File: config.mk
export PLATFORM = sky130hd
export DESIGN_NAME = bcaa_ctrl
export DESIGN_NICKNAME = d
export VERILOG_FILES = /design/src/rtl/core/bcaa_pkg.sv /design/src/rtl/core/bcaa_ctrl.sv
export VERILOG_INCLUDE_DIRS = /design/src /design/src/rtl/core
export SDC_FILE = /design/constraint.sdc
export NUM_CORES = 1
export LEC_CHECK = 0
export BUFFER_PORTS_ARGS = -buffer_cell sky130_fd_sc_hd__buf_2
export CAP_MARGIN = 15
export CORE_MARGIN = 4
export CORE_UTILIZATION = 46
export DETAILED_ROUTE_END_ITERATION = 6
export PLACE_DENSITY = 0.86
export SLEW_MARGIN = 10
export SYNTH_ARGS = -nofsm -noshare
export SYNTH_HDL_FRONTEND = slang
export SYNTH_SLANG_ARGS = --single-unit
File: constraint.sdc
create_clock -name clk -period 2.23 [get_ports clk]
set_clock_uncertainty 0.05 [all_clocks]
set_input_delay 0.446 -clock clk [delete_from_list [all_inputs] [get_ports clk]]
set_output_delay 0.446 -clock clk [all_outputs]
set_load 0.005 [all_outputs]
File: src/rtl/core/assert_macros.svh
// Assertion macros used by the controller of the coefficient generator.
`ifndef ASSERT_MACROS_SVH
`define ASSERT_MACROS_SVH

`ifndef SYNTHESIS
`define ASSERT_PROP(lbl, clk, rst_n, prop, msg) \
  lbl: assert property (@(posedge clk) disable iff (!rst_n) prop) \
    else $error(msg);
`define ASSERT_NEVER(lbl, clk, rst_n, cond, msg) \
  lbl: assert property (@(posedge clk) disable iff (!rst_n) !(cond)) \
    else $error(msg);
`else
`define ASSERT_PROP(lbl, clk, rst_n, prop, msg)
`define ASSERT_NEVER(lbl, clk, rst_n, cond, msg)
`endif

`endif

File: src/rtl/core/bcaa_pkg.sv
// Types, widths and codes shared by the coefficient generator modules.
package bcaa_pkg;

  localparam int LEN_W       = 13;
  localparam int DEST_W      = 12;
  localparam int SRC_W       = 12;
  localparam int HALF_W      = 16;
  localparam int IN_TDATA_W  = 16;
  localparam int OUT_TDATA_W = 32;
  localparam int CFG_IDX_W   = 2;
  localparam int CFG_DATA_W  = 16;

  localparam int FS_W   = 37;  // scale, fs, centre and every divisor
  localparam int AD_W   = 38;  // distance magnitude
  localparam int POS_W  = 40;  // signed positions
  localparam int COL_W  = 15;  // tap bounds in samples
  localparam int NUM_W  = 64;  // left-aligned dividend
  localparam int STEP_W = 7;
  localparam int QUO_W  = 38;
  localparam int T_W    = 25;
  localparam int T2_W   = 32;
  localparam int T3_W   = 33;
  localparam int K_W    = 32;
  localparam int KV_W   = 38;
  localparam int SUM_W  = 38;
  localparam int BPOS_W = 6;
  localparam int EXP_W  = 6;
  localparam int KEEP_W = 11;

  localparam logic [STEP_W-1:0] STEPS_SCALE  = STEP_W'(37);
  localparam logic [STEP_W-1:0] STEPS_CENTRE = STEP_W'(49);
  localparam logic [STEP_W-1:0] STEPS_TAP    = STEP_W'(62);
  localparam logic [STEP_W-1:0] STEPS_RATIO  = STEP_W'(64);
  localparam logic [BPOS_W-1:0] RATIO_TOP    = BPOS_W'(56);
  localparam logic [BPOS_W-1:0] KEEP_POS     = BPOS_W'(KEEP_W);

  localparam logic [CFG_IDX_W-1:0] REG_INPUT_LENGTH  = CFG_IDX_W'(0);
  localparam logic [CFG_IDX_W-1:0] REG_OUTPUT_LENGTH = CFG_IDX_W'(1);

  typedef enum logic [1:0] {
    DIV_SCALE,
    DIV_CENTRE,
    DIV_TAP,
    DIV_RATIO
  } div_op_t;

  typedef struct packed {
    logic    load_req;
    logic    div_start;
    div_op_t div_op;
    logic    cap_scale;
    logic    cap_centre;
    logic    calc_bounds;
    logic    calc_range;
    logic    tap_init;
    logic    tap_dist;
    logic    cap_t;
    logic    mul_sq;
    logic    mul_cube;
    logic    kern_wr;
    logic    idx_clr;
    logic    rd_tap;
    logic    emit;
    logic    emit_bad;
  } cmd_t;

  typedef struct packed {
    logic req_bad;
    logic range_bad;
    logic div_busy;
    logic div_done;
    logic tap_last;
    logic out_free;
  } status_t;

endpackage

File: src/rtl/core/bcaa_ctrl.sv
// Controller state machine sequencing setup, the kernel pass and the weight pass.
`include "assert_macros.svh"

module bcaa_ctrl (
  input  logic                clk,
  input  logic                rst_n,
  input  logic                in_tvalid,
  output logic                in_tready,
  input  bcaa_pkg::status_t   st,
  output bcaa_pkg::cmd_t      cmd
);
  import bcaa_pkg::*;

  localparam logic [4:0] S_IDLE   = 5'd0;
  localparam logic [4:0] S_CHECK  = 5'd1;
  localparam logic [4:0] S_SCALE  = 5'd2;
  localparam logic [4:0] S_CENTRE = 5'd3;
  localparam logic [4:0] S_BOUNDS = 5'd4;
  localparam logic [4:0] S_RANGE  = 5'd5;
  localparam logic [4:0] S_RCHECK = 5'd6;
  localparam logic [4:0] S_DIST   = 5'd7;
  localparam logic [4:0] S_TSTART = 5'd8;
  localparam logic [4:0] S_TWAIT  = 5'd9;
  localparam logic [4:0] S_SQ     = 5'd10;
  localparam logic [4:0] S_CUBE   = 5'd11;
  localparam logic [4:0] S_KERN   = 5'd12;
  localparam logic [4:0] S_PASS2  = 5'd13;
  localparam logic [4:0] S_RD     = 5'd14;
  localparam logic [4:0] S_CSTART = 5'd15;
  localparam logic [4:0] S_CWAIT  = 5'd16;
  localparam logic [4:0] S_EMIT   = 5'd17;
  localparam logic [4:0] S_BAD    = 5'd18;

  logic [4:0] state_r, state_nxt;

  assign in_tready = (state_r == S_IDLE);

  always_comb begin
    state_nxt = state_r;
    cmd       = '0;
    case (state_r)
      S_IDLE: begin
        if (in_tvalid) begin
          cmd.load_req = 1'b1;
          state_nxt    = S_CHECK;
        end
      end
      S_CHECK: begin
        if (st.req_bad) begin
          state_nxt = S_BAD;
        end else begin
          cmd.div_start = 1'b1;
          cmd.div_op    = DIV_SCALE;
          state_nxt     = S_SCALE;
        end
      end
      S_SCALE: begin
        if (st.div_done) begin
          cmd.cap_scale = 1'b1;
          cmd.div_start = 1'b1;
          cmd.div_op    = DIV_CENTRE;
          state_nxt     = S_CENTRE;
        end
      end
      S_CENTRE: begin
        if (st.div_done) begin
          cmd.cap_centre = 1'b1;
          state_nxt      = S_BOUNDS;
        end
      end
      S_BOUNDS: begin
        cmd.calc_bounds = 1'b1;
        state_nxt       = S_RANGE;
      end
      S_RANGE: begin
        cmd.calc_range = 1'b1;
        state_nxt      = S_RCHECK;
      end
      S_RCHECK: begin
        if (st.range_bad) begin
          state_nxt = S_BAD;
        end else begin
          cmd.tap_init = 1'b1;
          state_nxt    = S_DIST;
        end
      end
      S_DIST: begin
        cmd.tap_dist = 1'b1;
        state_nxt    = S_TSTART;
      end
      S_TSTART: begin
        cmd.div_start = 1'b1;
        cmd.div_op    = DIV_TAP;
        state_nxt     = S_TWAIT;
      end
      S_TWAIT: begin
        if (st.div_done) begin
          cmd.cap_t = 1'b1;
          state_nxt = S_SQ;
        end
      end
      S_SQ: begin
        cmd.mul_sq = 1'b1;
        state_nxt  = S_CUBE;
      end
      S_CUBE: begin
        cmd.mul_cube = 1'b1;
        state_nxt    = S_KERN;
      end
      S_KERN: begin
        cmd.kern_wr = 1'b1;
        state_nxt   = st.tap_last ? S_PASS2 : S_DIST;
      end
      S_PASS2: begin
        cmd.idx_clr = 1'b1;
        state_nxt   = S_RD;
      end
      S_RD: begin
        cmd.rd_tap = 1'b1;
        state_nxt  = S_CSTART;
      end
      S_CSTART: begin
        cmd.div_start = 1'b1;
        cmd.div_op    = DIV_RATIO;
        state_nxt     = S_CWAIT;
      end
      S_CWAIT: begin
        if (st.div_done) begin
          state_nxt = S_EMIT;
        end
      end
      S_EMIT: begin
        if (st.out_free) begin
          cmd.emit  = 1'b1;
          state_nxt = st.tap_last ? S_IDLE : S_RD;
        end
      end
      S_BAD: begin
        if (st.out_free) begin
          cmd.emit_bad = 1'b1;
          state_nxt    = S_IDLE;
        end
      end
      default: begin
        state_nxt = S_IDLE;
      end
    endcase
  end

  always_ff @(posedge clk) begin
    if (!rst_n) begin
      state_r <= S_IDLE;
    end else begin
      state_r <= state_nxt;
    end
  end

  `ASSERT_NEVER(a_div_start_busy, clk, rst_n, cmd.div_start && st.div_busy, "divider restarted while busy")
  `ASSERT_NEVER(a_emit_full, clk, rst_n, (cmd.emit || cmd.emit_bad) && !st.out_free, "output register overwritten")
  `ASSERT_PROP(a_last_idle, clk, rst_n, cmd.emit && st.tap_last |=> state_r == S_IDLE, "last tap did not end the request")

endmodule
## After elaboration in Yosys (flattened, before gate mapping)

Index checks and enable logic that the tools add are counted.
Widths: inputs -> output; s select.

- Logic and storage cells: 62
- Latch bits: 0
- RAM bits: 0
- Output and inout port bits: 19
- Register bits: 5
- Memories kept: 0
- ROM bits: 0

- Equality and inequality tests: 25
- Bitwise operators: 0
- Shift operators: 0
- Div/mod/pow operators: 0
- Multiplexer cells: 34
- Order comparisons: 0
- Reductions and logical operators: 2
- Multiply operators: 0
- $add $sub $neg: 0

Operators with widths:

| kind | count |
|---|---|
| $pmux 5 s19 | 1 |
| $mux 5 | 9 |
| $eq 5x4->1 const B | 8 |
| $eq 5x3->1 const B | 4 |
| $mux 1 | 19 |
| $eq 5x5->1 const B | 3 |
| $ne 2x2->1 const B | 7 |
| $mux 4 | 3 |
| $pmux 3 s4 | 1 |
| $eq 5x2->1 const B | 2 |
| $reduce_and 7->1 | 1 |
| $eq 5x1->1 const B | 1 |
| $logic_not 5->1 | 1 |
| $mux 3 | 1 |

## Depth between registers and ports, before layout

Gate-level depths: netlist of run 1.

- Depth after elaboration: 3
- Gate-level depth with buffers: 6
- Gate-level depth less buffers: 4

## Least setup slack after synthesis of run 1

No wires, ideal clock.

- Kind: register to output
- Start point: reg state_r[3]
- End point: out cmd[14] (netlist name)
- Cell stages (with the launch flop): 7
- Slack: 0.557 ns
- Buffers on the path: 2
- Arrival time: 1.177 ns
- Path through: dfxtp_1 -> buf_6 -> or2_2 -> clkbuf_1 -> nor2_1 -> nand2_1 -> a21oi_1

RTL lines:

| element | line | source |
|---|---|---|
| from (decl) | bcaa_ctrl.sv:34 | `logic [4:0] state_r, state_nxt;` |
| from (signal assigned) | bcaa_ctrl.sv:154 | `state_r <= state_nxt;` |
| to (decl) | bcaa_ctrl.sv:10 | `output bcaa_pkg::cmd_t cmd` |

==> results of run 1 <==
-- critical path, delay by kind of cell (launching register included) --
family                 cells  cell delay (ns)
buffers and inverters      1             0.12
AO/OA/AOI/OAI              1             0.11
AND/OR/NAND/NOR            3             0.65
flip-flops                 1             0.45
-- power breakdown --
part | internal (mW) | switching, mW
clock network | 0.0676 | 0.0363
logic | 0.217 | 0.234
registers | 0.113 | 0.0659
-- final timing paths --
check / from / to / depth (start not counted)
setup / recovery: state_r[3] / cmd[14] / 5
hold / removal: rst_n / state_r[3] / 3
setup reg to reg: state_r[4] / state_r[1] / 4
hold reg to reg: state_r[0] / state_r[0] / 2
-- routing by layer --
metal	track usage (%)	wire length [um]	share of wire (%)
met1	25.58	853	46
met3	5.859	99	5.4
met4	3.409	0	0
met5	0	0	0
met2	33.24	897	49
-- cells in the mapped netlist --
cell type | instances | area (sq um)
nand2_1 | 12 | 45.04
nor2b_1 | 1 | 6.260
and4b_1 | 1 | 10.01
or3b_2 | 3 | 26.28
mux2i_1 | 3 | 30.03
or2_2 | 1 | 6.260
xnor2_1 | 1 | 8.760
o221a_2 | 1 | 11.26
nand3_1 | 2 | 10.01
o32ai_1 | 1 | 8.760
or2_1 | 2 | 12.51
o32ai_4 | 1 | 27.53
a21o_1 | 1 | 7.510
a31o_2 | 1 | 8.760
or3_1 | 2 | 12.51
buf_6 | 1 | 11.26
a21oi_1 | 5 | 25.02
buf_2 | 3 | 15.01
buf_1 | 1 | 3.750
nor3b_1 | 1 | 7.510
nor3_1 | 4 | 20.02
nor4b_1 | 1 | 8.760
clkbuf_1 | 4 | 15.01
nand2b_1 | 4 | 25.02
a211oi_1 | 2 | 15.01
a31oi_1 | 2 | 12.51
and3_1 | 1 | 6.260
o32a_1 | 1 | 10.01
or4b_1 | 1 | 10.01
and3b_1 | 1 | 8.760
a221oi_1 | 1 | 8.760
inv_1 | 6 | 22.52
nand3b_1 | 2 | 15.01
o21ai_0 | 4 | 20.02
and4_1 | 1 | 8.760
o41ai_1 | 1 | 8.760
nor2_1 | 14 | 52.55
dfxtp_1 | 5 | 100.1
and2_1 | 1 | 6.260
or4_1 | 1 | 7.510
-- final cells by class --
type	instances	area, sq um	area share [%]
Clock buffer	4	26.28	3.139
Sequential cell	5	101.3	12.11
Timing Repair Buffer	30	160.2	19.13
Multi-Input combinational cell	81	508.0	60.69
Inverter	6	22.52	2.691
Tap cell	15	18.77	2.242
-- cell families (layout without fill, tap and decap cells) --
kind of cell,after synthesis,in the layout
buf+inv,15,40
simple gates,56,56
mux,3,3
flops,5,5
xor+xnor,1,1
compound gates,21,21
-- placed cells by master (no fill, tap or decap), drive strengths merged, types with 4 or more instances in the layout --
cell and instances:
dfxtp 5, nor2 14, clkbuf 4, nand2 12, nand2b 4, o21ai 4
a21oi 5, buf 30, inv 6, nor3 4
-- metrics by stage --
step / total power [mW] / utilization, %
after floorplan: 0.4975 / -
after global placement: 0.6082 / 59.96
after detailed placement: 0.6243 / 59.96
after CTS: 0.7326 / 61.91
after global routing: 0.8086 / 62.00
final: 0.7334 / 62.00
==> results.cfg, run 1 <==
[route]
drtPass1Iterations = 4
wl_mm = 1.849
wl_per_cell_um = 13.11
first_iter_violations = 22
ant_nets = 0
dr_total_vias = 798
drc = 0
vias_per_cell = 5.660

[setup_path]
slowest_stage = dfxtp_1
worstSetupPathType = register to output port
cp-start-kind = register
worstPathArrival_ns = 1.59
path_max_fanout = 17
cp.required_ns = 1.73
r2r_slack_ns = 0.25
max_stage_delay_ns = 0.45
end_kind = output port
path_cells = or2_2 -> nor2_1 -> nand2_1 -> a21oi_1 -> buf_2

[cells_and_area]
area_delta_synth_final_pct = 23.89
design_area_sq_um = 837.1
antenna_cells = 0
top_register = state_r
drive_above_1_share_pct = 32.54
nNetsFinal = 136
largest_reg_flops = 5
final_cells = 141
n_fill_cell = 133
largest_registers = state_r: 5 flops

[global_routing]
first_global_vias = 663
grt_use_total_pct = 20.00
grt_max_degree = 18
grt_first_pass_wirelength_mm = 3.105
antenna_found_initial = 0
grt-ovfl-total = 0

[floorplan]
floorplan.rows = 13
start_util_pct = 50.05
dieArea_sq_mm = 0.002146
io_pins = 28
dieHeight_um = 46.33
core-area_sq_mm = 0.001350
die_x_um = 46.33

[clock_network]
clk_latency_ns = 0.24
post_cts_buffers = 0
cts_sinks = 5
ctsHoldBuffers = 0
path_clk_slew_ns = 0.04
cts_resized = 0
cts-root-buf = clkbuf_4
cts_inserted_buffers = 3
clk_path_buf_depth = 2
htreeDepth = 1
cts_tree = built

[power]
leakagePower_nw = 0.3679
power.density_mw_per_mm2 = 876.2
ir_drop_mv = 0.4680

[synth]
postSynthNetCount = 110
yosysUniqueCellTypes = 40
synth-xor-area-share_pct = 1.296
synthesis.area_sq_um = 675.6
synth_seq_cells = 5
synth.area.mux_share_pct = 4.444
synthCells = 101
yosysWarnings = 0
synthAdderAreaFrac_pct = 0
synthSimpleGateAreaFrac_pct = 45.19
synth_top_family_by_area = simple AND/OR/NAND/NOR gates
seq_area_frac_synth_pct = 14.81
synth-compound-area-share_pct = 24.26
syn_avg_cell_area_sq_um = 6.690

[timing]
tightest_slew_ns = 0.4930
hold_slack_ns = 0.4622
hold_viol = 0
relSlewSlack_pct = 67.09
fin_setup_tns_ns = 0
fmax_mhz = 480.4
min_period_ns = 2.082
post-route-period-util_pct = 93.34
timing.final.ws_setup_ns = 0.1485
slew_viol_final = 0
finalSetupViolCount = 0
rsz0062_at_grt = no

[worst_hold_path]
hold_path.class = input port to register

[place]
place_inst = 137
hpwl_mm = 1.415
numPortBuffers = 26
post-place-ws_ns = 0.2732
place_area_sq_um = 809.5
place.gp.congestion = 0.9131

[status]
status = complete, no violations

[job]
max-cap-violations = 0
(Power assumes the default switching activity.)
==> run 2: changes to the inputs <==
CORE_ASPECT_RATIO = 0.9   (was not set)
==> run 2 against run 1 <==
Net effect:
- sequential cell count did not move
- non-clock buffer count increased by 2
- global-route usage decreased by 0.11 points
- clock power about the same
- total power is 2.3% higher
- routed wire length up 18%
- critical path depth is the same
- worst setup slack got worse by 0.037 ns
- register-to-register slack better by 0.17 ns
- sequential share of layout area is 0.20 points lower
- largest cell class unchanged
==> results.cfg, run 2 (synthesis gave the netlist of run 1 again) <==
[cells_and_area]
largest_reg_flops = 5
design_area_sq_um = 850.8
area_delta_synth_final_pct = 25.93
mostFrequentLayoutCells = buf_2 (26), nor2_1 (14), nand2_1 (12), inv_1 (6), buf_4 (6)
top_register = state_r
largest_registers = state_r: 5 flops
final_common_cell = buf_2
register_area_sq_um = 101.3
multi_input_area_sq_um = 508.0
n_fill_cell = 123
antenna_cells = 0
nNetsFinal = 138
drive_above_1_share_pct = 33.59

[place]
place.gp.congestion = 0.9099
hpwl_mm = 1.635
numPortBuffers = 26
place_area_sq_um = 823.3
post-place-ws_ns = 0.3410

[global_routing]
antenna_found_initial = 0
first_global_vias = 765
grt-ovfl-total = 0
grt_use_total_pct = 19.89
grt_max_degree = 15
grt_first_pass_wirelength_mm = 3.470

[route]
first_iter_violations = 21
wl_mm = 2.181
vias_per_cell = 6.021
ant_nets = 0
dr_total_vias = 855
wl_per_cell_um = 15.36
drc = 0
drtPass1Iterations = 4

[clock_network]
cts-root-buf = clkbuf_4
htreeDepth = 1
ctsHoldBuffers = 0
cts_tree = built
clk_path_buf_depth = 2
post_cts_buffers = 0
path_clk_slew_ns = 0.04
cts_inserted_buffers = 3
clk_latency_ns = 0.24
cts_sinks = 5

[timing]
fin_setup_tns_ns = 0
hold_slack_ns = 0.4739
relSlewSlack_pct = 71.69
tightest_slew_ns = 0.4188
slew_viol_final = 0
post-route-period-util_pct = 95.00
finalSetupViolCount = 0
hold_viol = 0
rsz0062_at_grt = no
min_period_ns = 2.118
fmax_mhz = 472.1
timing.final.ws_setup_ns = 0.1116

[setup_path]
path_max_fanout = 12
critPathLaunch = state_r[3]
slowest_stage = or2_2
worstSetupPathType = register to output port
worstPathArrival_ns = 1.62
crit_end = cmd[14]
end_kind = output port
cp.required_ns = 1.73
rr_endpoint = state_r[3]
max_stage_delay_ns = 0.43
r2r_slack_ns = 0.42
cp-start-kind = register
reg2reg_depth = 5
r2r_start = state_r[2]
path_cells = or2_2 -> nor2_1 -> nand2_1 -> a21oi_1 -> buf_2

[floorplan]
dieHeight_um = 44.36
floorplan.rows = 12
core-area_sq_mm = 0.001306
io_pins = 28
die_x_um = 48.40
start_util_pct = 51.72
dieArea_sq_mm = 0.002147

[power]
ir_drop_mv = 0.5238
p_comb_share_pct = 63.9
p_switching_mw = 0.3465
power.density_mw_per_mm2 = 882.0
leakagePower_nw = 0.3787
clockPowerShare_pct = 14.1
p_int_mw = 0.4039
seq_power_share_pct = 22.0
switching_share_pct = 46.18

[job]
max-cap-violations = 0

[worst_hold_path]
holdPathStages = 3
hold_path.class = input port to register

[status]
status = complete, no violations
-- run 2: changes by cell type in the layout (fill, tap and decap cells not counted), sizes merged --
cell / previous run / this run
buf: 30 / 32
-- run 2: power by group through the flow --
stage          Sequential, mW  Clock (mW)  Combinational (mW)
2_1_floorplan           0.124           0               0.374
3_3_place_gp            0.159           0               0.456
3_5_place_dp            0.162           0               0.473
4_1_cts                 0.161       0.106               0.474
5_1_grt                 0.174       0.117               0.517
6_report                0.165       0.106               0.479
-- run 2: worst min-delay path by stage --
stage,from,endpoint
after floorplan,rst_n,state_r[3]
after global placement,state_r[1],state_r[1]
after detailed placement,state_r[1],state_r[1]
after CTS,rst_n,state_r[0]
after global routing,rst_n,state_r[0]
final,rst_n,state_r[0]
-- run 2: layout make-up --
class / instances / area share [%]
Tap cell: 14 / 2.059
Timing Repair Buffer: 32 / 20.59
Sequential cell: 5 / 11.91
Inverter: 6 / 2.647
Clock buffer: 4 / 3.088
Multi-Input combinational cell: 81 / 59.71
-- run 2: stage by stage --
step / util (%) / std cells / power (mW)
after floorplan: - / 101 / 0.4975
after global placement: 63.03 / 138 / 0.6148
after detailed placement: 63.03 / 138 / 0.6352
after CTS: 65.04 / 142 / 0.7410
after global routing: 65.13 / 142 / 0.8079
final: 65.13 / 142 / 0.7505
-- run 2: routing by layer --
metal	wire length, um	vias up	GRT usage [%]
met2	1092	44	38.28
met1	846	397	21.44
li1	-	412	-
met5	0	-	0
met3	233	2	2.694
met4	9	0	9.392
-- run 2: critical path, delay by kind of cell, from the launching register on --
family	cells	cell delay, ns
buffers and inverters	1	0.13
and+or+nand+nor	3	0.71
AOI/OAI and AO/OA	1	0.13
DFF	1	0.41
-- run 2: timing repair --
action                                  CTS  global route
endpoints found under the setup margin    0             2
hold endpoints to repair                  0             0
gates resized for setup                   0             1
==> run 3: changes to the inputs <==
--- a/constraint.sdc
+++ b/constraint.sdc
@@ -4,2 +4,2 @@
 set_output_delay 0.446 -clock clk [all_outputs]
-set_load 0.005 [all_outputs]
+set_load 0.02 [all_outputs]
==> run 3 against run 2 <==
Net effect:
- cell count fell by 0.70%
- clock power about the same
- global-route usage fell by 2.1 points
- critical path depth unchanged
- largest cell class unchanged
==> results.cfg, run 3 (synthesis gave the netlist of run 1 again) <==
[status]
status = complete, no violations

[floorplan]
floorplan.rows = 12
core-area_sq_mm = 0.001306
start_util_pct = 51.72
dieArea_sq_mm = 0.002147
dieHeight_um = 44.36
io_pins = 28
die_x_um = 48.40

[clock_network]
clk_latency_ns = 0.24
htreeDepth = 1
cts_sinks = 5
cts-root-buf = clkbuf_4
post_cts_buffers = 0
path_clk_slew_ns = 0.05
cts_tree = built
cts_inserted_buffers = 3
ctsHoldBuffers = 0
clk_path_buf_depth = 2

[place]
post-place-ws_ns = 0.2995
numPortBuffers = 26
hpwl_mm = 1.517
place.gp.congestion = 0.8575
place_inst = 137

[cells_and_area]
antenna_cells = 0
final_common_cell = buf_2
nNetsFinal = 137
mostFrequentLayoutCells = buf_2 (26), nor2_1 (14), nand2_1 (12), inv_1 (6)
multi_input_area_sq_um = 508.0
final_cells = 141
area_delta_synth_final_pct = 25.00
largest_registers = state_r: 5 flops
register_area_sq_um = 102.6
drive_above_1_share_pct = 33.86
top_register = state_r
n_fill_cell = 124
largest_reg_flops = 5

[setup_path]
slowest_stage = or2_2
path_cells = or2_2 -> nor2_1 -> nand2_1 -> a21oi_1 -> buf_2
critPathTopFamily = simple AND/OR/NAND/NOR gates
worstPathArrival_ns = 1.59
worstSetupPathType = register to output port
path_max_fanout = 10
end_kind = output port
cp.required_ns = 1.73
max_stage_delay_ns = 0.40
cp-start-kind = register
cp.buffers_inverters = 1

[timing]
rsz0062_at_grt = no
hold_viol = 0
fin_setup_tns_ns = 0
relSlewSlack_pct = 71.33
min_period_ns = 2.081
fmax_mhz = 480.5
slew_viol_final = 0
tightest_slew_ns = 0.4240
timing.final.ws_setup_ns = 0.1488
post-route-period-util_pct = 93.33
finalSetupViolCount = 0

[global_routing]
grt-ovfl-total = 0
grt_max_degree = 14
antenna_found_initial = 0
grt_first_pass_wirelength_mm = 3.139
first_global_vias = 755
grt_use_total_pct = 17.77

[job]
max-cap-violations = 0

[power]
total_power_mw = 0.7861
leakagePower_nw = 0.3739
ir_drop_mv = 0.5119
power.density_mw_per_mm2 = 930.8

[route]
ant_nets = 0
drc = 0
wl_mm = 1.952
drtPass1Iterations = 4
vias_per_cell = 5.872
wl_per_cell_um = 13.84
first_iter_violations = 26
dr_total_vias = 828

[worst_hold_path]
hold_path.class = input port to register
[run 3: cell types whose count changed in the layout (fill, tap and decap cells not counted)]
cell	delta
dfxtp_1	-1
buf_4	-1
dfxtp_2	+1
[run 3: layout make-up]
| type | instances | share of cell area (%) |
|---|---|---|
| sequential | 5 | 12.15 |
| inverter | 6 | 2.667 |
| multi-input combinational | 81 | 60.15 |
| timing repair buffer | 31 | 19.85 |
| tap | 14 | 2.074 |
| clock buffer | 4 | 3.111 |
[run 3: metal layers]
| layer | vias to the layer above | GRT usage [%] | wire length [um] |
|---|---|---|---|
| li1 | 411 | - | - |
| met1 | 365 | 21.73 | 797 |
| met2 | 50 | 30.73 | 935 |
| met3 | 2 | 4.040 | 201 |
| met4 | 0 | 6.077 | 17 |
| met5 | - | 0 | 0 |
[run 3: repair_timing]
action | in CTS | in global routing
resized for setup | 0 | 2
endpoints found under the setup margin | 0 | 5
hold endpoints to repair | 0 | 0
[run 3: worst register-to-register path: stages, from the launching register on]
cell      delay (ns)
dfxtp_1         0.37
buf_4           0.20
nor3b_1         0.29
nor4b_1         0.41
inv_1           0.07
a221oi_1        0.28
[run 3: power by group]
| part | switching [mW] | total (mW) | internal (mW) |
|---|---|---|---|
| registers | 0.0590 | 0.174 | 0.114 |
| logic | 0.289 | 0.507 | 0.218 |
| clock network | 0.0378 | 0.106 | 0.0677 |
[run 3: path summary, 6_finish.rpt]
check	slack (ns)	start	depth (start not counted)	endpoint
worst max-delay path	0.15	state_r[3]	5	cmd[14]
worst min-delay path	0.47	rst_n	3	state_r[2]
worst max register to register	0.45	state_r[2]	5	state_r[3]
worst min register to register	0.52	state_r[1]	2	state_r[1]
[run 3: stage by stage]
stage | util [%] | cell area, sq um | hold slack, ns
after floorplan | - | 675.6 | 0.5380
after global placement | 62.45 | 815.8 | 0.5652
after detailed placement | 62.45 | 815.8 | 0.5844
after CTS | 64.46 | 842.1 | 0.4600
after global routing | 64.66 | 844.6 | 0.4650
final | 64.66 | 844.6 | 0.4685
